### config.mk
export PLATFORM = sky130hd
export DESIGN_NAME = mrfr_reader_table
export DESIGN_NICKNAME = d
export VERILOG_FILES = /design/src/rtl/mrfr_pkg.sv /design/src/rtl/mrfr_reader_table.sv
export SDC_FILE = /design/constraint.sdc
export NUM_CORES = 1
export LEC_CHECK = 0
export BUFFER_PORTS_ARGS = -buffer_cell sky130_fd_sc_hd__buf_2
export CORE_MARGIN = 5
export CORE_UTILIZATION = 35
export DETAILED_ROUTE_END_ITERATION = 8
export MAX_ROUTING_LAYER = met4
export SLEW_MARGIN = 20
export SYNTH_ARGS = -nofsm -noshare
export SYNTH_HDL_FRONTEND = slang
export SYNTH_SLANG_ARGS = --single-unit
### constraint.sdc
create_clock -name clk -period 5.9 [get_ports clk]
set_input_delay 0.59 -clock clk [delete_from_list [all_inputs] [get_ports clk]]
set_output_delay 0.59 -clock clk [all_outputs]
set_load 0.01 [all_outputs]
### src/rtl/mrfr_pkg.sv
package mrfr_pkg;

  localparam int LEN_W  = 13;
  localparam int SUB_W  = 3;
  localparam int BYTE_W = 8;
  localparam int CNT_W  = 32;
  localparam int ACT_W  = 3;
  localparam int STAT_W = 3;
  localparam int CFG_W  = 13;

  localparam int RING_RESET  = 4096;
  localparam int SLOTS_RESET = 256;
  localparam int RING_MIN    = 1;
  localparam int SLOTS_MIN   = 4;

  localparam logic CFG_RING_SIZE   = 1'b0;
  localparam logic CFG_FRAME_SLOTS = 1'b1;

  localparam logic [ACT_W-1:0] ACT_WRITE_START = 3'd0;
  localparam logic [ACT_W-1:0] ACT_WRITE_BYTE  = 3'd1;
  localparam logic [ACT_W-1:0] ACT_READ        = 3'd2;
  localparam logic [ACT_W-1:0] ACT_ADD         = 3'd3;
  localparam logic [ACT_W-1:0] ACT_REMOVE      = 3'd4;

  localparam logic [STAT_W-1:0] ST_OK         = 3'd0;
  localparam logic [STAT_W-1:0] ST_BAD_LEN    = 3'd1;
  localparam logic [STAT_W-1:0] ST_NO_DATA    = 3'd2;
  localparam logic [STAT_W-1:0] ST_TOO_SMALL  = 3'd3;
  localparam logic [STAT_W-1:0] ST_NOT_SUB    = 3'd4;
  localparam logic [STAT_W-1:0] ST_EXISTS     = 3'd5;
  localparam logic [STAT_W-1:0] ST_NO_WRITE   = 3'd6;
  localparam logic [STAT_W-1:0] ST_TABLE_FULL = 3'd7;

  // subscriber table commands
  typedef struct packed {
    logic add;
    logic remove;
    logic step;
    logic step_last;
    logic drop;
    logic flush;
  } rt_cmd_t;

endpackage

### src/rtl/mrfr_reader_table.sv
module mrfr_reader_table #(
  parameter int READERS = 8,
  parameter int AW      = 12,
  parameter int LW      = 8,
  parameter int RW      = 3
) (
  input  logic                       clk,
  input  logic                       rst_n,
  input  mrfr_pkg::rt_cmd_t          cmd,
  input  logic [RW-1:0]              sel,
  input  logic [AW-1:0]              set_pos,
  input  logic [LW-1:0]              set_slot,
  input  logic [LW-1:0]              match_slot,
  output logic                       sel_valid,
  output logic [AW-1:0]              sel_pos,
  output logic [LW-1:0]              sel_slot,
  output logic                       sel_mid,
  output logic [mrfr_pkg::CNT_W-1:0] sel_lost,
  output logic                       hold_any
);

  logic                       valid_r [READERS];
  logic [AW-1:0]              pos_r   [READERS];
  logic [LW-1:0]              slot_r  [READERS];
  logic                       mid_r   [READERS];
  logic [mrfr_pkg::CNT_W-1:0] lost_r  [READERS];
  logic [READERS-1:0]         at_match;

  always_comb begin
    for (int i = 0; i < READERS; i++) begin
      at_match[i] = valid_r[i] && (slot_r[i] == match_slot);
    end
  end

  assign hold_any  = |at_match;
  assign sel_valid = valid_r[sel];
  assign sel_pos   = pos_r[sel];
  assign sel_slot  = slot_r[sel];
  assign sel_mid   = mid_r[sel];
  assign sel_lost  = lost_r[sel];

  always_ff @(posedge clk) begin
    if (!rst_n) begin
      for (int i = 0; i < READERS; i++) begin
        valid_r[i] <= 1'b0;
        pos_r[i]   <= '0;
        slot_r[i]  <= '0;
        mid_r[i]   <= 1'b0;
        lost_r[i]  <= '0;
      end
    end else begin
      for (int i = 0; i < READERS; i++) begin
        if (cmd.flush) begin
          pos_r[i]  <= '0;
          slot_r[i] <= '0;
          mid_r[i]  <= 1'b0;
        end else if (cmd.drop && at_match[i]) begin
          // forced drop moves the subscriber to the new oldest frame
          slot_r[i] <= set_slot;
          pos_r[i]  <= set_pos;
          mid_r[i]  <= 1'b0;
          if (lost_r[i] != '1) begin
            lost_r[i] <= lost_r[i] + 1'b1;
          end
        end else if (RW'(i) == sel) begin
          if (cmd.add) begin
            valid_r[i] <= 1'b1;
            pos_r[i]   <= set_pos;
            slot_r[i]  <= set_slot;
            mid_r[i]   <= 1'b0;
            lost_r[i]  <= '0;
          end else if (cmd.remove) begin
            valid_r[i] <= 1'b0;
            mid_r[i]   <= 1'b0;
          end else if (cmd.step) begin
            pos_r[i] <= set_pos;
            mid_r[i] <= !cmd.step_last;
            if (cmd.step_last) begin
              slot_r[i] <= set_slot;
            end
          end
        end
      end
    end
  end

endmodule

Word-level counts from Yosys, hierarchy flattened
Memory sizes are Yosys's and may differ from the RTL's.
Index checks and enable logic that the tools add are counted.
{ "totals": {"reg_bits": 0, "latchBits": 0, "inputBits": 39, "romBits": 0, "out_inout_bits": 55, "memories": 5, "ram_bits": 432} }
{ "memory_table": {"columns": ["name", "depth", "word_bits", "rd", "rd_ports_with_merged_regs", "wr", "line_no", "source"], "rows": [
  ["lost_r", 8, 32, 9, 0, 8, "mrfr_reader_table.sv:26", "logic [mrfr_pkg::CNT_W-1:0] lost_r [READERS];"],
  ["pos_r", 8, 12, 1, 0, 8, "mrfr_reader_table.sv:23", "logic [AW-1:0] pos_r [READERS];"],
  ["slot_r", 8, 8, 9, 0, 8, "mrfr_reader_table.sv:24", "logic [LW-1:0] slot_r [READERS];"],
  ["mid_r", 8, 1, 1, 0, 8, "mrfr_reader_table.sv:25", "logic mid_r [READERS];"],
  ["valid_r", 8, 1, 9, 0, 8, "mrfr_reader_table.sv:22", "logic valid_r [READERS];"]
]} }
{ "classes": {"n_mul": 0, "bitwise_logic": 136, "reduce_logical": 19, "addsub": 8, "magnitude_cmp": 0, "n_eq_ne": 23, "muxes": 382, "shifts": 0, "div_mod_pow": 0} }
{ "ops": {"columns": ["operator", "n"], "rows": [
  ["$mux W32", 16],
  ["$mux W12", 32],
  ["$mux W1", 302],
  ["$add A32 B1 Y32 const B", 8],
  ["$mux W8", 32],
  ["$ne A32 B32 Y1 const B", 8],
  ["$or A1 B1 Y1", 136],
  ["$eq A8 B8 Y1", 8],
  ["$logic_and A1 B1 Y1", 16],
  ["$eq A3 B3 Y1 const A", 4],
  ["$reduce_or A8 Y1", 1],
  ["$eq A2 B3 Y1 const A", 2],
  ["$eq A1 B3 Y1 const A", 1],
  ["$logic_not A3 Y1", 1],
  ["$logic_not A1 Y1", 1]
]} }

Depth between registers and ports, before layout
{ "logic_depth": {"depth_word": 11, "depth_mapped": 8, "mapped_depth_nobuf": 6} }

Worst setup path before layout
No wires, ideal clock.
{ "synth_timing": {"kind": "in2reg", "start": "input match_slot[6]", "end": "memory lost_r[1][0] in the netlist's numbering, enable pin", "path_buffers": 2, "arrival_ns": 5.152, "path_slack_ns": 0.215, "stages": 6, "required_ns": 5.367, "path_cell_list": "buf_2 > xnor2_1 > and3_1 > and3_1 > clkbuf_1 > o311ai_0"} }
{ "synth_lines": {"columns": ["item", "line_no", "source"], "rows": [
  ["start, declared", "mrfr_reader_table.sv:13", "input logic [LW-1:0] match_slot,"],
  ["end, declared", "mrfr_reader_table.sv:26", null]
]} }

Worst setup path after layout
{ "layout_timing": {"start": "input sel[0]", "end": "output sel_lost[14] in the netlist's numbering"} }
{ "layout_between": {"elab_chain_len": 1} }
{ "layout_rtl": {"columns": ["item", "line_no", "source"], "rows": [
  ["start, declared", "mrfr_reader_table.sv:10", "input logic [RW-1:0] sel,"],
  ["$mem_v2 Z8 W32", null, null],
  ["end, declared", "mrfr_reader_table.sv:18", "output logic [mrfr_pkg::CNT_W-1:0] sel_lost,"]
]} }
Every way passes these cells.

==> impl.org <==
** Critical path
- Across all register-to-register paths, the minimum setup slack is 2.42 ns.
- Critical Path Fanout Max :: 64
- STA classifies the critical path endpoint as an output port.
- Signal arrival time at the worst endpoint :: 3.12 ns
- Worst r2r src :: lost_r[7][0]
- The worst setup path is of the input pin to output port kind.
- R2R cell count :: 5
- WP data required :: 5.31 ns
- Critical register-to-register path endpoint :: lost_r[7][15]
- STA classifies the critical path startpoint as an input pin.

** Layout
- The final layout contains 2238 nets.
- Seq. cell area :: 0.0129 mm²
- Final Instance Area :: 0.0278 mm²
- Fillers :: 6743
- Area grow syn2layout :: 12.4%
- Cells with a size suffix above 1 make up 17.0% of the layout.
- Fin util :: 39.7%
- Multi-input combinational cell area :: 0.0114 mm²

** Power and ir drop
- Static power due to leakage :: 9.26 nW
- IR drop worst, VDD :: 233 µV
- Power density over cell area :: 267 mW/mm²
- Overall power after layout :: 0.00741 W

** Placed design
- Half-perimeter wire length after placement :: 52.3 mm
- Summing all placed instances gives a cell area of 0.0262 mm².
- Routability Congestion :: 0.919
- I/O Buffers :: 93

** Synth
- Synth Area in Adders :: 0.405%
- Synth Flop Type :: sky130_fd_sc_hd__edfxtp_1
- The number of nets in the synthesized netlist is 2162.
- The portion of synthesized area spent on multiplexers is 12.3%.
- Post-synth cell types :: 63
- The share of synthesized area in the top cell type comes to 51.2%.
- Counting instances in the post-synthesis netlist gives the leading cell types as sky130_fd_sc_hd__edfxtp_1, sky130_fd_sc_hd__nor2_1, sky130_fd_sc_hd__xnor2_1.
- In this run, synthesis inferred 422 flip-flops with an integrated enable.
- Summing the sequential cell areas from Yosys gives 52.1% of the chip area.
- Cell type with the highest aggregate area in the netlist :: sky130_fd_sc_hd__edfxtp_1
- Flop and latch count out of synthesis :: 432
- Yosys warning total :: 0
- Most common cell in the netlist :: sky130_fd_sc_hd__edfxtp_1
- The synthesized netlist devotes 2.76% of its cell area to compound gates.
- The synthesized netlist devotes 20.1% of its cell area to simple gates.
- Cell types occupying the most area after synthesis :: sky130_fd_sc_hd__edfxtp_1, sky130_fd_sc_hd__mux4_2, sky130_fd_sc_hd__xnor2_1
- After Yosys synthesis, XOR and XNOR cells account for 10.1% of the synthesized area.
- By area, the combinational part of the netlist is dominated by simple AND/OR/NAND/NOR gates.
- For this run, asynchronously set or reset flops after synthesis account for 0%.
- Post-Syn Area per Cell :: 11.7 µm²
- After synthesis the cells add up to 0.0247 mm².
- Instance count of the mapped netlist :: 2115

** Floorplanning
- The floorplan step defined a die boundary enclosing 0.0761 mm².
- I/O pin total :: 94
- Die Height :: 276 µm
- The total area inside the core boundary comes to 0.0700 mm².
- Row generation in the floorplan step produced 97 rows.
- From left edge to right edge, the die measures 276 µm.
- The initial utilization of the core area, before any placement, comes to 35.3%.

** Routing
- Vias after detailed routing :: 17900
- For this run, design rule violations remaining after detail routing come to 0.
- Using the TritonRoute via totals, the vias-per-cell ratio works out to 5.63.
- Summed over all layers, the routed wires come to 72.8 mm.
- Dividing the detail-routed wire length by the instance count gives 22.9 µm.
- In this run, the number of DRC markers left after iteration 0 of detailed routing was 1948.
- Final ANT Viol Nets :: 0
- The first TritonRoute pass finished after 5 iterations.

** STA
- The final hold violation count came to 0.
- Headroom to the max-slew limit came out at 23.9%.
- Setup repair after global routing left no endpoint under its margin.
- Final setup violation count :: 0
- The clock period could shrink to 3.71 ns.
- Highest clock rate :: 270 MHz
- The clock arrives with 0.0389 ns of skew.
- Final clock period utilization by the worst path :: 62.8%
- The final max-slew violation count was 0.
- In the final timing run, aggregate negative setup slack is 0 ns.
- At the pin with the least slew margin, the transition time is 1.13 ns.

** Clock tree
- Clock slew at reported path FFs :: 0.06 ns
- Hold repair after CTS inserted 0 buffers.
- CTS root buffer :: sky130_fd_sc_hd__clkbuf_16
- In this run the post-CTS setup repair buffer count came out at 0.
- The later pin in the worst-skew pair is clocked with a latency of 0.61 ns.
- The number of clock buffers added by TritonCTS is 49.
- In this run the deepest clock path goes through 3 buffers.
- In this run, post-CTS repair resized a total of 0 instances.
- H-tree depth :: 2
- TritonCTS built the clock tree.
- Number of clock sinks :: 432

** Min path
- The worst hold path passes through 2 cells.
- Min-Delay Path Class :: input pin to register
- In this run the most critical hold path is launched from set_pos[8].
- The path with the worst hold slack has its endpoint at pos_r[6][8].

** Global route
- Antenna violations before repair :: 4
- Global router's overall resource usage :: 19.4%
- The via count of the first global-routing pass is 17300.
- The first global-routing pass estimated 109 mm of wire.
- Entering global routing, the biggest net connects 65 pins.
- Global route total overflow :: 0

** Outcome
- Result of the run :: finished clean

** Job
- Across the run, the number of max-cap violations was 0.
[worst max-delay path, stage by stage]
cell                     delay [ns]
sky130_fd_sc_hd__buf_6         0.61
sky130_fd_sc_hd__buf_4         0.74
sky130_fd_sc_hd__mux4_1        0.63
sky130_fd_sc_hd__mux2_2        0.31
sky130_fd_sc_hd__buf_2         0.15
[where the power goes]
part	total (W)	switching, W	internal [W]
sequential	0.00371	0.000179	0.00353
clock	0.00302	0.00129	0.00173
combinational	0.000680	0.000388	0.000292
[layout by cell type (no fill, tap or decap), drive strengths merged, types with 25 or more instances in the layout]
cell type	netlist	final
xnor2	151	151
clkbuf	49	62
nor2b	30	30
nor3	47	47
buf	48	122
edfxtp	422	422
xor2	133	133
nand2	127	127
inv	37	38
and3	40	40
and2	99	99
nor4	32	32
mux2	54	54
o21ai	35	35
or3	25	25
nor2	346	346
a21oi	26	26
nand4	82	82
mux4	108	108
and4	27	27
nand3	113	113
[worst max path at each step]
stage | start | to | slack, ns | cells past startpoint
floorplan | match_slot[6] | lost_r[1][0] | 0.21 | 6
global placement | sel[0] | sel_lost[14] | 2.16 | 5
detailed placement | sel[0] | sel_lost[14] | 2.12 | 5
CTS | sel[0] | sel_lost[14] | 2.12 | 5
global route | sel[0] | sel_lost[14] | 1.97 | 5
finish | sel[0] | sel_lost[14] | 2.19 | 5
[sequential cells by signal, summed over array words and instances (netlist names)]
register	count
lost_r	256
valid_r	8
pos_r	96
slot_r	64
mid_r	8
[metrics by stage]
stage | hold slack [ns] | setup slack (ns) | cells
floorplan | 0.468 | 0.215 | 2115
global placement | 0.502 | 2.16 | 3079
detailed placement | 0.512 | 2.12 | 3080
CTS | 0.272 | 2.12 | 3171
global route | 0.306 | 1.97 | 3175
finish | 0.322 | 2.19 | 3175
[layer usage]
metal | part of all wire, % | wire, µm | GRT usage (%)
met5 | 0 | 0 | -
met4 | 3.7 | 2670 | 6.81
met2 | 46 | 33200 | 29.4
met3 | 8.2 | 5990 | 3.51
met1 | 43 | 30900 | 26.3
[layout make-up]
type	instances	share of cell area, %
Multi-Input combinational cell	1549	40.9
Clock buffer	62	4.66
Antenna cell	4	0.0360
Timing Repair Buffer	122	2.50
Inverter	37	0.499
Tap cell	940	4.23
Sequential cell	432	46.3
Clock inverter	29	0.918
[kinds of logic after synthesis]
| logic type | Yosys count |
|---|---|
| fa+ha+maj | 8 |
| xor+xnor | 284 |
| buf+inv | 134 |
| mux | 162 |
| compound gates | 102 |
| flops | 432 |
| simple gates | 993 |
Note: power is estimated with default switching activity, not from simulation.
